<file path="src/sv/tti_pkg.sv">
// Shared types and constants of the thermistor table interpolator.
// Holds field widths, result codes and the controller/datapath command and status structs.
// No dependencies.
package tti_pkg;

  localparam int TEMP_W   = 16;
  localparam int IN_ADC_W = 16;
  localparam int IDX_IN_W = 6;
  localparam int COUNT_W  = 7;
  localparam int HOW_W    = 3;

  localparam logic signed [TEMP_W-1:0] FALLBACK_TEMP = 16'sd300;

  typedef enum logic [HOW_W-1:0] {
    HOW_CLAMP_LO,
    HOW_CLAMP_HI,
    HOW_EXACT,
    HOW_INTERP,
    HOW_FALLBACK
  } found_how_e;

  typedef enum logic [2:0] {
    ADDR_FIRST,
    ADDR_LAST,
    ADDR_MID,
    ADDR_UP,
    ADDR_DN
  } addr_sel_e;

  typedef enum logic [1:0] {
    RES_FALLBACK,
    RES_MEM,
    RES_BASE,
    RES_SUM
  } res_src_e;

  typedef struct packed {
    logic       wr_en;
    logic       load;
    addr_sel_e  addr_sel;
    logic       search_init;
    logic       search_step;
    logic       cap_up;
    logic       cap_dn;
    logic       div_start;
    logic       res_load;
    res_src_e   res_src;
    found_how_e res_how;
    logic       out_load;
  } tti_cmd_t;

  typedef struct packed {
    logic n_zero;
    logic le_first;
    logic ge_last;
    logic search_end;
    logic cmp_gt;
    logic cmp_lt;
    logic dv_zero;
    logic div_done;
  } tti_sts_t;

endpackage

</file>
<file path="src/sv/tti_if.sv">
// Handshake channels of the thermistor table interpolator: input items,
// result items and the configuration write channel.
// Depends on tti_pkg for the field widths.
interface tti_in_if;
  logic                                 valid;
  logic                                 ready;
  logic                                 op;
  logic [tti_pkg::IDX_IN_W-1:0]         entry_index;
  logic [tti_pkg::IN_ADC_W-1:0]         entry_adc;
  logic signed [tti_pkg::TEMP_W-1:0]    entry_temperature;
  logic [tti_pkg::IN_ADC_W-1:0]         reading;

  modport source (output valid, op, entry_index, entry_adc, entry_temperature, reading,
                  input ready);
  modport sink (input valid, op, entry_index, entry_adc, entry_temperature, reading,
                output ready);
endinterface

interface tti_out_if;
  logic                                 valid;
  logic                                 ready;
  logic signed [tti_pkg::TEMP_W-1:0]    temperature;
  logic [tti_pkg::HOW_W-1:0]            found_how;

  modport source (output valid, temperature, found_how, input ready);
  modport sink (input valid, temperature, found_how, output ready);
endinterface

interface tti_cfg_if;
  logic                          valid;
  logic                          ready;
  logic [tti_pkg::COUNT_W-1:0]   entry_count;

  modport source (output valid, entry_count, input ready);
  modport sink (input valid, entry_count, output ready);
endinterface

</file>
<file path="src/sv/tti_div.sv">
// Restoring unsigned divider, one quotient bit per cycle.
// Used by tti_dp for the interpolation step; no package dependency.
module tti_div #(
  parameter int N_W = 32,
  parameter int D_W = 16
) (
  input  logic           clk_i,
  input  logic           rst_ni,
  input  logic           start_i,
  input  logic [N_W-1:0] dividend_i,
  input  logic [D_W-1:0] divisor_i,
  output logic           done_o,
  output logic [N_W-1:0] quotient_o
);

  localparam int CNT_W = (N_W > 1) ? $clog2(N_W) : 1;

  logic             busy_q, busy_d;
  logic [CNT_W-1:0] cnt_q, cnt_d;
  logic [N_W-1:0]   quo_q, quo_d;
  logic [D_W-1:0]   rem_q, rem_d;
  logic [D_W-1:0]   dvs_q, dvs_d;
  logic [D_W:0]     trial;
  logic             last_step;

  assign last_step = busy_q && (cnt_q == CNT_W'(N_W - 1));
  assign trial     = {rem_q, quo_q[N_W-1]};

  always_comb begin
    busy_d = busy_q;
    cnt_d  = cnt_q;
    quo_d  = quo_q;
    rem_d  = rem_q;
    dvs_d  = dvs_q;
    if (start_i) begin
      busy_d = 1'b1;
      cnt_d  = '0;
      quo_d  = dividend_i;
      rem_d  = '0;
      dvs_d  = divisor_i;
    end else if (busy_q) begin
      if (trial >= {1'b0, dvs_q}) begin
        rem_d = D_W'(trial - {1'b0, dvs_q});
        quo_d = {quo_q[N_W-2:0], 1'b1};
      end else begin
        rem_d = trial[D_W-1:0];
        quo_d = {quo_q[N_W-2:0], 1'b0};
      end
      cnt_d = cnt_q + 1'b1;
      if (last_step) begin
        busy_d = 1'b0;
      end
    end
  end

  always_ff @(posedge clk_i or negedge rst_ni) begin
    if (!rst_ni) begin
      busy_q <= 1'b0;
      cnt_q  <= '0;
    end else begin
      busy_q <= busy_d;
      cnt_q  <= cnt_d;
    end
  end

  always_ff @(posedge clk_i) begin
    quo_q <= quo_d;
    rem_q <= rem_d;
    dvs_q <= dvs_d;
  end

  assign done_o     = last_step;
  assign quotient_o = quo_q;

endmodule

</file>
<file path="src/sv/tti_dp.sv">
// Datapath of the thermistor table interpolator: table memory, count register,
// search pointers, multiplier, divider and result/output registers.
// Depends on tti_pkg and tti_div.
module tti_dp #(
  parameter int TABLE_DEPTH = 64,
  parameter int ADC_BITS    = 16
) (
  input  logic                                clk_i,
  input  logic                                rst_ni,
  input  tti_pkg::tti_cmd_t                   cmd_i,
  output tti_pkg::tti_sts_t                   sts_o,
  input  logic                                cfg_we_i,
  input  logic [tti_pkg::COUNT_W-1:0]         cfg_data_i,
  input  logic [tti_pkg::IDX_IN_W-1:0]        entry_index_i,
  input  logic [tti_pkg::IN_ADC_W-1:0]        entry_adc_i,
  input  logic signed [tti_pkg::TEMP_W-1:0]   entry_temperature_i,
  input  logic [tti_pkg::IN_ADC_W-1:0]        reading_i,
  output logic signed [tti_pkg::TEMP_W-1:0]   temperature_o,
  output logic [tti_pkg::HOW_W-1:0]           found_how_o
);

  import tti_pkg::*;

  // Entries beyond the writable index range can never be written.
  localparam int MEM_DEPTH = (TABLE_DEPTH < (1 << IDX_IN_W)) ? TABLE_DEPTH : (1 << IDX_IN_W);
  localparam int IDX_W     = $clog2(MEM_DEPTH);
  localparam int CNT_W     = $clog2(MEM_DEPTH + 1);
  localparam int PTR_W     = CNT_W + 1;
  localparam int ADC_W     = (ADC_BITS < IN_ADC_W) ? ADC_BITS : IN_ADC_W;
  localparam int DIF_W     = ADC_W + 1;
  localparam int DT_W      = TEMP_W + 1;
  localparam int PROD_W    = DT_W + DIF_W;
  localparam int MAG_W     = TEMP_W + ADC_W;
  localparam int SUM_W     = MAG_W + 2;

  localparam logic signed [SUM_W-1:0] SAT_HI = SUM_W'((1 << (TEMP_W - 1)) - 1);
  localparam logic signed [SUM_W-1:0] SAT_LO = -SAT_HI - SUM_W'(1);

  logic [ADC_W-1:0]         mem_adc [MEM_DEPTH];
  logic signed [TEMP_W-1:0] mem_tmp [MEM_DEPTH];

  logic [COUNT_W-1:0]       entry_count_q;
  logic [CNT_W-1:0]         n_q;
  logic [ADC_W-1:0]         reading_q;
  logic [ADC_W-1:0]         rd_adc_q;
  logic signed [TEMP_W-1:0] rd_tmp_q;
  logic signed [PTR_W-1:0]  lo_q, hi_q;
  logic [ADC_W-1:0]         up_adc_q;
  logic signed [TEMP_W-1:0] up_tmp_q;
  logic signed [TEMP_W-1:0] base_q;
  logic signed [PROD_W-1:0] prod_q;
  logic signed [DIF_W-1:0]  dv_q;
  logic                     neg_q;
  logic signed [TEMP_W-1:0] res_tmp_q;
  found_how_e               res_how_q;
  logic signed [TEMP_W-1:0] out_tmp_q;
  found_how_e               out_how_q;

  logic [CNT_W-1:0]         n_w;
  logic signed [PTR_W-1:0]  last_s;
  logic [IDX_W-1:0]         last_w;
  logic [PTR_W:0]           ptr_sum;
  logic [IDX_W-1:0]         mid_w;
  logic signed [PTR_W-1:0]  mid_s;
  logic [IDX_W-1:0]         up_w, dn_w;
  logic [IDX_W-1:0]         rd_addr;
  logic                     wr_ok;
  logic signed [DT_W-1:0]   dt_w;
  logic signed [DIF_W-1:0]  dx_w, dv_w;
  logic signed [PROD_W-1:0] prod_w;
  logic signed [PROD_W-1:0] prod_abs;
  logic signed [DIF_W-1:0]  dv_abs;
  logic                     div_done;
  logic [MAG_W-1:0]         quo;
  logic signed [MAG_W:0]    q_s;
  logic signed [SUM_W-1:0]  sum_w;
  logic signed [TEMP_W-1:0] sat_w;
  logic signed [TEMP_W-1:0] res_tmp_d;

  // Counts above the table depth behave as the full table.
  assign n_w = (entry_count_q > COUNT_W'(MEM_DEPTH)) ? CNT_W'(MEM_DEPTH)
                                                      : entry_count_q[CNT_W-1:0];

  assign last_s  = $signed(PTR_W'(n_q)) - PTR_W'(1);
  assign last_w  = last_s[IDX_W-1:0];
  assign ptr_sum = {lo_q[PTR_W-1], lo_q} + {hi_q[PTR_W-1], hi_q};
  assign mid_w   = ptr_sum[IDX_W:1];
  assign mid_s   = $signed(PTR_W'(mid_w));

  // Neighbours that left the valid range are pulled back to the nearest edge.
  assign up_w = (lo_q > last_s) ? last_w : lo_q[IDX_W-1:0];
  assign dn_w = (hi_q < $signed(PTR_W'(0))) ? '0 : hi_q[IDX_W-1:0];

  always_comb begin
    case (cmd_i.addr_sel)
      ADDR_FIRST: rd_addr = '0;
      ADDR_LAST:  rd_addr = last_w;
      ADDR_MID:   rd_addr = mid_w;
      ADDR_UP:    rd_addr = up_w;
      ADDR_DN:    rd_addr = dn_w;
      default:    rd_addr = '0;
    endcase
  end

  assign wr_ok = cmd_i.wr_en && ({1'b0, entry_index_i} < (IDX_IN_W + 1)'(MEM_DEPTH));

  always_ff @(posedge clk_i) begin
    if (wr_ok) begin
      mem_adc[entry_index_i[IDX_W-1:0]] <= entry_adc_i[ADC_W-1:0];
      mem_tmp[entry_index_i[IDX_W-1:0]] <= entry_temperature_i;
    end
    rd_adc_q <= mem_adc[rd_addr];
    rd_tmp_q <= mem_tmp[rd_addr];
  end

  always_ff @(posedge clk_i or negedge rst_ni) begin
    if (!rst_ni) begin
      entry_count_q <= '0;
    end else if (cfg_we_i) begin
      entry_count_q <= cfg_data_i;
    end
  end

  assign dt_w   = $signed({up_tmp_q[TEMP_W-1], up_tmp_q}) - $signed({rd_tmp_q[TEMP_W-1], rd_tmp_q});
  assign dx_w   = $signed({1'b0, reading_q}) - $signed({1'b0, rd_adc_q});
  assign dv_w   = $signed({1'b0, up_adc_q}) - $signed({1'b0, rd_adc_q});
  assign prod_w = dt_w * dx_w;

  assign prod_abs = prod_q[PROD_W-1] ? -prod_q : prod_q;
  assign dv_abs   = dv_q[DIF_W-1] ? -dv_q : dv_q;

  always_ff @(posedge clk_i) begin
    if (cmd_i.load) begin
      n_q       <= n_w;
      reading_q <= reading_i[ADC_W-1:0];
    end
    if (cmd_i.search_init) begin
      lo_q <= '0;
      hi_q <= last_s;
    end else if (cmd_i.search_step) begin
      if (rd_adc_q > reading_q) begin
        hi_q <= mid_s - PTR_W'(1);
      end else begin
        lo_q <= mid_s + PTR_W'(1);
      end
    end
    if (cmd_i.cap_up) begin
      up_adc_q <= rd_adc_q;
      up_tmp_q <= rd_tmp_q;
    end
    if (cmd_i.cap_dn) begin
      base_q <= rd_tmp_q;
      prod_q <= prod_w;
      dv_q   <= dv_w;
    end
    if (cmd_i.div_start) begin
      neg_q <= prod_q[PROD_W-1] ^ dv_q[DIF_W-1];
    end
  end

  tti_div #(
    .N_W (MAG_W),
    .D_W (ADC_W)
  ) u_div (
    .clk_i      (clk_i),
    .rst_ni     (rst_ni),
    .start_i    (cmd_i.div_start),
    .dividend_i (prod_abs[MAG_W-1:0]),
    .divisor_i  (dv_abs[ADC_W-1:0]),
    .done_o     (div_done),
    .quotient_o (quo)
  );

  assign q_s   = neg_q ? -$signed({1'b0, quo}) : $signed({1'b0, quo});
  assign sum_w = SUM_W'(base_q) + SUM_W'(q_s);

  always_comb begin
    if (sum_w > SAT_HI) begin
      sat_w = SAT_HI[TEMP_W-1:0];
    end else if (sum_w < SAT_LO) begin
      sat_w = SAT_LO[TEMP_W-1:0];
    end else begin
      sat_w = sum_w[TEMP_W-1:0];
    end
  end

  always_comb begin
    case (cmd_i.res_src)
      RES_FALLBACK: res_tmp_d = FALLBACK_TEMP;
      RES_MEM:      res_tmp_d = rd_tmp_q;
      RES_BASE:     res_tmp_d = base_q;
      RES_SUM:      res_tmp_d = sat_w;
      default:      res_tmp_d = FALLBACK_TEMP;
    endcase
  end

  always_ff @(posedge clk_i) begin
    if (cmd_i.res_load) begin
      res_tmp_q <= res_tmp_d;
      res_how_q <= cmd_i.res_how;
    end
    if (cmd_i.out_load) begin
      out_tmp_q <= res_tmp_q;
      out_how_q <= res_how_q;
    end
  end

  assign sts_o.n_zero     = (n_q == '0);
  assign sts_o.le_first   = (rd_adc_q >= reading_q);
  assign sts_o.ge_last    = (rd_adc_q <= reading_q);
  assign sts_o.search_end = (lo_q > hi_q);
  assign sts_o.cmp_gt     = (rd_adc_q > reading_q);
  assign sts_o.cmp_lt     = (rd_adc_q < reading_q);
  assign sts_o.dv_zero    = (dv_q == '0);
  assign sts_o.div_done   = div_done;

  assign temperature_o = out_tmp_q;
  assign found_how_o   = out_how_q;

endmodule

</file>
<file path="src/sv/tti_ctrl.sv">
// Controller of the thermistor table interpolator: sequences table writes,
// edge checks, binary search, interpolation and the output hand-off.
// Depends on tti_pkg.
module tti_ctrl (
  input  logic              clk_i,
  input  logic              rst_ni,
  input  logic              in_valid_i,
  input  logic              in_op_i,
  input  logic              out_ready_i,
  input  tti_pkg::tti_sts_t sts_i,
  output logic              in_ready_o,
  output logic              out_valid_o,
  output tti_pkg::tti_cmd_t cmd_o
);

  import tti_pkg::*;

  typedef enum logic [3:0] {
    S_IDLE,
    S_START,
    S_CHK0,
    S_CHKN,
    S_PROBE,
    S_CMP,
    S_RDUP,
    S_RDDN,
    S_MUL,
    S_CHKDV,
    S_DIV,
    S_SUM,
    S_OUT
  } state_e;

  state_e   state_q, state_d;
  logic     out_valid_q, out_valid_d;
  tti_cmd_t cmd;

  always_comb begin
    state_d  = state_q;
    cmd      = '0;
    cmd.addr_sel = ADDR_FIRST;
    cmd.res_src  = RES_MEM;
    cmd.res_how  = HOW_EXACT;
    case (state_q)
      S_IDLE: begin
        if (in_valid_i) begin
          if (in_op_i) begin
            cmd.load = 1'b1;
            state_d  = S_START;
          end else begin
            cmd.wr_en = 1'b1;
          end
        end
      end
      S_START: begin
        cmd.addr_sel = ADDR_FIRST;
        if (sts_i.n_zero) begin
          cmd.res_load = 1'b1;
          cmd.res_src  = RES_FALLBACK;
          cmd.res_how  = HOW_FALLBACK;
          state_d      = S_OUT;
        end else begin
          state_d = S_CHK0;
        end
      end
      S_CHK0: begin
        cmd.addr_sel = ADDR_LAST;
        if (sts_i.le_first) begin
          cmd.res_load = 1'b1;
          cmd.res_how  = HOW_CLAMP_LO;
          state_d      = S_OUT;
        end else begin
          state_d = S_CHKN;
        end
      end
      S_CHKN: begin
        if (sts_i.ge_last) begin
          cmd.res_load = 1'b1;
          cmd.res_how  = HOW_CLAMP_HI;
          state_d      = S_OUT;
        end else begin
          cmd.search_init = 1'b1;
          state_d         = S_PROBE;
        end
      end
      S_PROBE: begin
        cmd.addr_sel = ADDR_MID;
        state_d      = sts_i.search_end ? S_RDUP : S_CMP;
      end
      S_CMP: begin
        if (sts_i.cmp_gt || sts_i.cmp_lt) begin
          cmd.search_step = 1'b1;
          state_d         = S_PROBE;
        end else begin
          cmd.res_load = 1'b1;
          cmd.res_how  = HOW_EXACT;
          state_d      = S_OUT;
        end
      end
      S_RDUP: begin
        cmd.addr_sel = ADDR_UP;
        state_d      = S_RDDN;
      end
      S_RDDN: begin
        cmd.addr_sel = ADDR_DN;
        cmd.cap_up   = 1'b1;
        state_d      = S_MUL;
      end
      S_MUL: begin
        cmd.cap_dn = 1'b1;
        state_d    = S_CHKDV;
      end
      S_CHKDV: begin
        if (sts_i.dv_zero) begin
          cmd.res_load = 1'b1;
          cmd.res_src  = RES_BASE;
          cmd.res_how  = HOW_INTERP;
          state_d      = S_OUT;
        end else begin
          cmd.div_start = 1'b1;
          state_d       = S_DIV;
        end
      end
      S_DIV: begin
        if (sts_i.div_done) begin
          state_d = S_SUM;
        end
      end
      S_SUM: begin
        cmd.res_load = 1'b1;
        cmd.res_src  = RES_SUM;
        cmd.res_how  = HOW_INTERP;
        state_d      = S_OUT;
      end
      S_OUT: begin
        // The result moves on once the output register is free or being emptied.
        if (!out_valid_q || out_ready_i) begin
          cmd.out_load = 1'b1;
          state_d      = S_IDLE;
        end
      end
      default: begin
        state_d = S_IDLE;
      end
    endcase

    if (cmd.out_load) begin
      out_valid_d = 1'b1;
    end else if (out_ready_i) begin
      out_valid_d = 1'b0;
    end else begin
      out_valid_d = out_valid_q;
    end
  end

  always_ff @(posedge clk_i or negedge rst_ni) begin
    if (!rst_ni) begin
      state_q     <= S_IDLE;
      out_valid_q <= 1'b0;
    end else begin
      state_q     <= state_d;
      out_valid_q <= out_valid_d;
    end
  end

  assign in_ready_o  = (state_q == S_IDLE);
  assign out_valid_o = out_valid_q;
  assign cmd_o       = cmd;

endmodule

</file>
<file path="src/sv/thermistor_table_interpolator_unit.sv">
// Top level of the thermistor table interpolator; joins controller and datapath.
// Depends on tti_pkg, tti_if, tti_ctrl and tti_dp.
//
// Converts ADC readings to temperatures (tenths of a degree) from a table of
// ascending ADC/temperature pairs held in a memory with one write port and a
// registered read port. A write item loads one entry and leaves the block
// ready for the next item. A convert item is handled one at a time: an empty
// table answers with the fallback temperature, a reading at or beyond the
// first or last entry is clamped to that entry, and an exact hit is found by
// a binary search that reads one entry per probe. An interpolated result
// further needs one closing probe, neighbor reads, multiply and divisor
// check, a restoring divider that retires one quotient bit per cycle over a
// dividend of 16 + ADC_BITS bits (capped at 32) and a final add and
// saturate. A finished result waits in an output register while the next
// item is taken in.
module thermistor_table_interpolator_unit #(
  parameter int TABLE_DEPTH = 64,
  parameter int ADC_BITS    = 16
) (
  input  logic       clk_i,
  input  logic       rst_ni,
  tti_cfg_if.sink    cfg_i,
  tti_in_if.sink     in_i,
  tti_out_if.source  out_o
);

  import tti_pkg::*;

  tti_cmd_t cmd;
  tti_sts_t sts;
  logic     in_ready;
  logic     out_valid;

  tti_ctrl u_ctrl (
    .clk_i       (clk_i),
    .rst_ni      (rst_ni),
    .in_valid_i  (in_i.valid),
    .in_op_i     (in_i.op),
    .out_ready_i (out_o.ready),
    .sts_i       (sts),
    .in_ready_o  (in_ready),
    .out_valid_o (out_valid),
    .cmd_o       (cmd)
  );

  tti_dp #(
    .TABLE_DEPTH (TABLE_DEPTH),
    .ADC_BITS    (ADC_BITS)
  ) u_dp (
    .clk_i               (clk_i),
    .rst_ni              (rst_ni),
    .cmd_i               (cmd),
    .sts_o               (sts),
    .cfg_we_i            (cfg_i.valid),
    .cfg_data_i          (cfg_i.entry_count),
    .entry_index_i       (in_i.entry_index),
    .entry_adc_i         (in_i.entry_adc),
    .entry_temperature_i (in_i.entry_temperature),
    .reading_i           (in_i.reading),
    .temperature_o       (out_o.temperature),
    .found_how_o         (out_o.found_how)
  );

  // The count register takes a transfer in any cycle.
  assign cfg_i.ready = 1'b1;
  assign in_i.ready  = in_ready;
  assign out_o.valid = out_valid;

endmodule

</file>
<file path="src/flat_wrapper.sv">
// flat-port wrapper written by rule: the top's interface ports become plain ports
module thermistor_table_interpolator_unit_flat import tti_pkg::*;
#(
  parameter int TABLE_DEPTH = 64,
  parameter int ADC_BITS    = 16
)
  (clk_i, rst_ni, cfg_i_valid, cfg_i_entry_count, cfg_i_ready, in_i_valid, in_i_op, in_i_entry_index, in_i_entry_adc, in_i_entry_temperature, in_i_reading, in_i_ready, out_o_valid, out_o_temperature, out_o_found_how, out_o_ready);
  tti_cfg_if cfg_i_i ();
  tti_in_if in_i_i ();
  tti_out_if out_o_i ();
  input  logic clk_i;
  input  logic rst_ni;
  input wire logic [$bits(cfg_i_i.valid)-1:0] cfg_i_valid;
  input wire logic [$bits(cfg_i_i.entry_count)-1:0] cfg_i_entry_count;
  output wire logic [$bits(cfg_i_i.ready)-1:0] cfg_i_ready;
  input wire logic [$bits(in_i_i.valid)-1:0] in_i_valid;
  input wire logic [$bits(in_i_i.op)-1:0] in_i_op;
  input wire logic [$bits(in_i_i.entry_index)-1:0] in_i_entry_index;
  input wire logic [$bits(in_i_i.entry_adc)-1:0] in_i_entry_adc;
  input wire logic [$bits(in_i_i.entry_temperature)-1:0] in_i_entry_temperature;
  input wire logic [$bits(in_i_i.reading)-1:0] in_i_reading;
  output wire logic [$bits(in_i_i.ready)-1:0] in_i_ready;
  output wire logic [$bits(out_o_i.valid)-1:0] out_o_valid;
  output wire logic [$bits(out_o_i.temperature)-1:0] out_o_temperature;
  output wire logic [$bits(out_o_i.found_how)-1:0] out_o_found_how;
  input wire logic [$bits(out_o_i.ready)-1:0] out_o_ready;
  assign cfg_i_i.valid = cfg_i_valid;
  assign cfg_i_i.entry_count = cfg_i_entry_count;
  assign cfg_i_ready = cfg_i_i.ready;
  assign in_i_i.valid = in_i_valid;
  assign in_i_i.op = in_i_op;
  assign in_i_i.entry_index = in_i_entry_index;
  assign in_i_i.entry_adc = in_i_entry_adc;
  assign in_i_i.entry_temperature = in_i_entry_temperature;
  assign in_i_i.reading = in_i_reading;
  assign in_i_ready = in_i_i.ready;
  assign out_o_valid = out_o_i.valid;
  assign out_o_temperature = out_o_i.temperature;
  assign out_o_found_how = out_o_i.found_how;
  assign out_o_i.ready = out_o_ready;
  thermistor_table_interpolator_unit #(.TABLE_DEPTH(TABLE_DEPTH), .ADC_BITS(ADC_BITS)) u_core (.clk_i(clk_i), .rst_ni(rst_ni), .cfg_i(cfg_i_i), .in_i(in_i_i), .out_o(out_o_i));
endmodule
</file>
<file path="config.mk">
export PLATFORM = sky130hd
export DESIGN_NAME = thermistor_table_interpolator_unit_flat
export DESIGN_NICKNAME = d
export VERILOG_FILES = /design/src/sv/tti_pkg.sv /design/src/sv/tti_if.sv /design/src/sv/tti_div.sv /design/src/sv/tti_dp.sv /design/src/sv/tti_ctrl.sv /design/src/sv/thermistor_table_interpolator_unit.sv /design/src/flat_wrapper.sv
export SDC_FILE = /design/constraint.sdc
export NUM_CORES = 2
export LEC_CHECK = 0
export BUFFER_PORTS_ARGS = -buffer_cell sky130_fd_sc_hd__buf_2
export CORE_MARGIN = 4
export CORE_UTILIZATION = 58
export DETAILED_ROUTE_END_ITERATION = 8
export PLACE_DENSITY = 0.77
export SLEW_MARGIN = 15
export SYNTH_ARGS = -nofsm -noshare
export SYNTH_HDL_FRONTEND = slang
export SYNTH_SLANG_ARGS = --single-unit
</file>
<file path="constraint.sdc">
create_clock -name clk_i -period 7.5 [get_ports clk_i]
set_input_delay 0.375 -clock clk_i [delete_from_list [all_inputs] [get_ports clk_i]]
set_output_delay 0.375 -clock clk_i [all_outputs]
set_load 0.01 [all_outputs]
</file>
==> results_dict.tcl <==
set metrics [dict create \
    drtIter0Drc 9747 \
    syn_avg_cell_area_um2 12.3 \
    drv_slew 0 \
    setup_viol 12 \
    path_buf_inv 5 \
    cp-start-kind "flip-flop" \
    synth-seq-cells 2337 \
    gp_congestion 0.923 \
    criticalPathCategory "reg -> reg" \
    violations "negative setup slack" \
    drive_gt1_share_pct 13.1 \
    min_period_ns 7.84 \
    finalWorstSetupSlack_ns -0.340 \
    fp.dieH_um 441 \
    multi_input_area_mm2 0.0374 \
    num_rows 158 \
    cp.required_ns 8.06 \
    finalSetupTns_ns -2.48 \
    synth-edff-count 2264 \
    min_from "in_i_entry_temperature[13]" \
    num_vias 74039 \
    track_usage_pct 29.9 \
    crit_family "adder cells" \
    num_io_pins 89 \
    cts_tree "done" \
    clock_latency_ns 0.88 \
    clock_skew_ns 0.0620 \
    synth_common_cells "edfxtp_1 (2264), nand2_1 (2126), nand3_1 (681), inv_1 (431), nor2_1 (378)" \
    async_flop_share_pct 0.770 \
    filler_cell_count 12683 \
    hold_path.class "in -> reg" \
    viasPerCell 6.23 \
    area_delta_synth_final_pct 14.2 \
    grt_max_degree 123 \
    cts_buffers 221 \
    cts_max_level 4 \
    wl_per_cell_um 24.9 \
    drc 0 \
    synth_top_area_cell "edfxtp_1" \
    synth_top_area_share_pct 62.5 \
    cts-root-buf "clkbuf_16" \
    rsz0062_at_grt "true" \
    synth_area_mm2 0.109 \
    worst_pin_slew_ns 1.26 \
    cp_common_cell "fa_1" \
    synth.area.top_cells "edfxtp_1 (62%), nand2_1 (7.3%), fa_1 (5.6%)" \
    overflow 0 \
    crit_arrival_ns 8.40 \
    fmax_mhz 128 \
    cts_buffer_depth 3 \
    grt_pass1_vias 73298 \
    drtPass1Iterations 8 \
    initial_core_util_pct 58.5 \
    syn_nets 9422 \
    grt_pass1_wl_um 440000 \
    routed_wl_um 295000 \
    crit_path_end_kind "flip-flop" \
    syn_inst 8841 \
    ys.flop_type "edfxtp_1" \
    timing.final.crit_share_pct 105 \
    portBuffers 87 \
    synth_most_common_cell "edfxtp_1" \
    slowest_stage "fa_1" \
    cts.sinks 2337 \
    seq_area_mm2 0.0695 \
    hold_viol 0 \
    status "finished, violations left" \
    post-dp-hpwl_um 182000 \
    crit_path_start "u_core.u_dp.up_tmp_q[1]" \
    slowest_delay_ns 0.51 \
    worst-path-max-fanout 3 \
    antenna_found_initial 18 \
    r2r_start "u_core.u_dp.up_tmp_q[1]" \
    core_area_mm2 0.186 \
    ys_types 90 \
    cap_violations 0 \
    dp_slack_ns -0.662 \
    ys_warn_count 0 \
    dieArea_mm2 0.195 \
    worst_slew_margin_rel_pct 15.8 \
    clk_pin_slew_ns 0.06 \
    ys_seq_area_share_pct 63.9 \
    nNetsFinal 9777 \
    ant_nets 0 \
    die_x_um 441 \
]
stage by stage:
step                      utilization, %  hold slack [ns]  area [µm²]  cells
after global routing                66.8           0.0527      124000  11868
after detailed placement            61.9            0.339      115000  11352
after global placement              61.9            0.332      115000  11352
after floorplan                        -           0.0794      109000   8841
after CTS                           66.4            0.141      124000  11845
final                               66.8           0.0406      124000  11876
path summary, 6_finish.rpt:
path | to | slack, ns | cells after the start
worst max-delay path | u_core.u_dp.prod_q[33] | -0.34 | 33
worst min-delay path | u_core.u_dp.mem_tmp[32][13] | 0.04 | 1
worst max register to register | u_core.u_dp.prod_q[33] | -0.34 | 33
worst min register to register | u_core.u_dp.temperature_o[6] | 0.41 | 0
max in group asynchronous | u_core.u_dp.entry_count_q[4] | 6.21 | 3
min in group asynchronous | u_core.u_dp.entry_count_q[5] | 0.70 | 3
worst reg2reg max path, delay by kind of cell, from the launching register on:
family	cells	cell delay [ns]
buf+inv	5	0.36
fa+ha+maj	8	3.45
simple gates	3	0.23
flops	1	0.40
compound gates	15	2.79
xor+xnor	2	0.31
cell usage in the layout (no fill, tap or decap), types with 81 or more instances in the layout:
| cell | synthesis | final |
|---|---|---|
| a21oi_1 | 139 | 116 |
| a31oi_1 | 203 | 202 |
| and3_1 | 212 | 212 |
| mux2i_1 | 214 | 214 |
| xnor2_1 | 136 | 125 |
| edfxtp_1 | 2264 | 2264 |
| buf_4 | 7 | 427 |
| ha_1 | 211 | 191 |
| inv_1 | 431 | 401 |
| nor2_1 | 378 | 284 |
| nand3_1 | 681 | 678 |
| nand2_1 | 2126 | 2116 |
| o21ai_0 | 120 | 106 |
| clkbuf_16 | 0 | 224 |
| fa_1 | 303 | 291 |
| nor2_4 | 0 | 81 |
cell families after synthesis:
group | synth area share, %
simple gates | 14.5
flops | 63.9
compound gates | 6.54
buf+inv | 3.24
fa+ha+maj | 8.00
mux | 2.05
xor+xnor | 1.78
other cells | 0.00345
timing repair:
action,4_1_cts,5_1_grt
setup buffers,49,21
gates resized for setup,85,109
pin swaps,90,99
setup endpoints to repair,15,18
hold endpoints to repair,43,0
hold buffers,35,0
state kept, by name, summed over array words and instances, names as in the netlist, 3 cells and up:
name and count:
u_core.u_dp.prod_q 33, u_core.u_dp.u_div.cnt_q 5, u_core.u_dp.entry_count_q 7, u_core.u_dp.found_how_o 3
u_core.u_dp.rd_tmp_q 16, u_core.u_dp.mem_adc 1024, u_core.u_dp.u_div.rem_q 16, u_core.u_dp.dv_q 17
u_core.u_dp.u_div.quotient_o 32, u_core.u_dp.up_tmp_q 16, u_core.u_dp.temperature_o 16, u_core.u_dp.hi_q 8
u_core.u_dp.u_div.dvs_q 16, u_core.u_dp.lo_q 7, u_core.u_dp.n_q 7, u_core.u_dp.up_adc_q 16
u_core.u_dp.rd_adc_q 16, u_core.u_dp.mem_tmp 1024, u_core.u_dp.res_how_q 3, u_core.u_dp.base_q 16
u_core.u_ctrl.state_q 4, u_core.u_dp.reading_q 16, u_core.u_dp.res_tmp_q 16
routing by layer:
metal  routed length [µm]  share of wire (%)  up-vias  GRT usage [%]
met3                32300                 11      857           6.03
met2               141000                 48     4534           49.6
met4                14200                4.8       10           12.7
met5                   81              0.027        -              0
met1               107000                 36    36224           38.8
li1                     -                  -    32414              -
final cells by class:
class / count / area share [%]
repair buffers: 609 / 4.23
clock buffers: 281 / 4.72
flip-flops and latches: 2337 / 56.0
multi-input cells: 5595 / 30.1
diodes: 12 / 0.0242
clock inverters: 130 / 1.14
well taps: 2480 / 2.50
inverters: 432 / 1.31
Power is left out: the tool's default activity adds up to more than one toggle a clock period on the data nets, which glitch-free logic cannot reach.
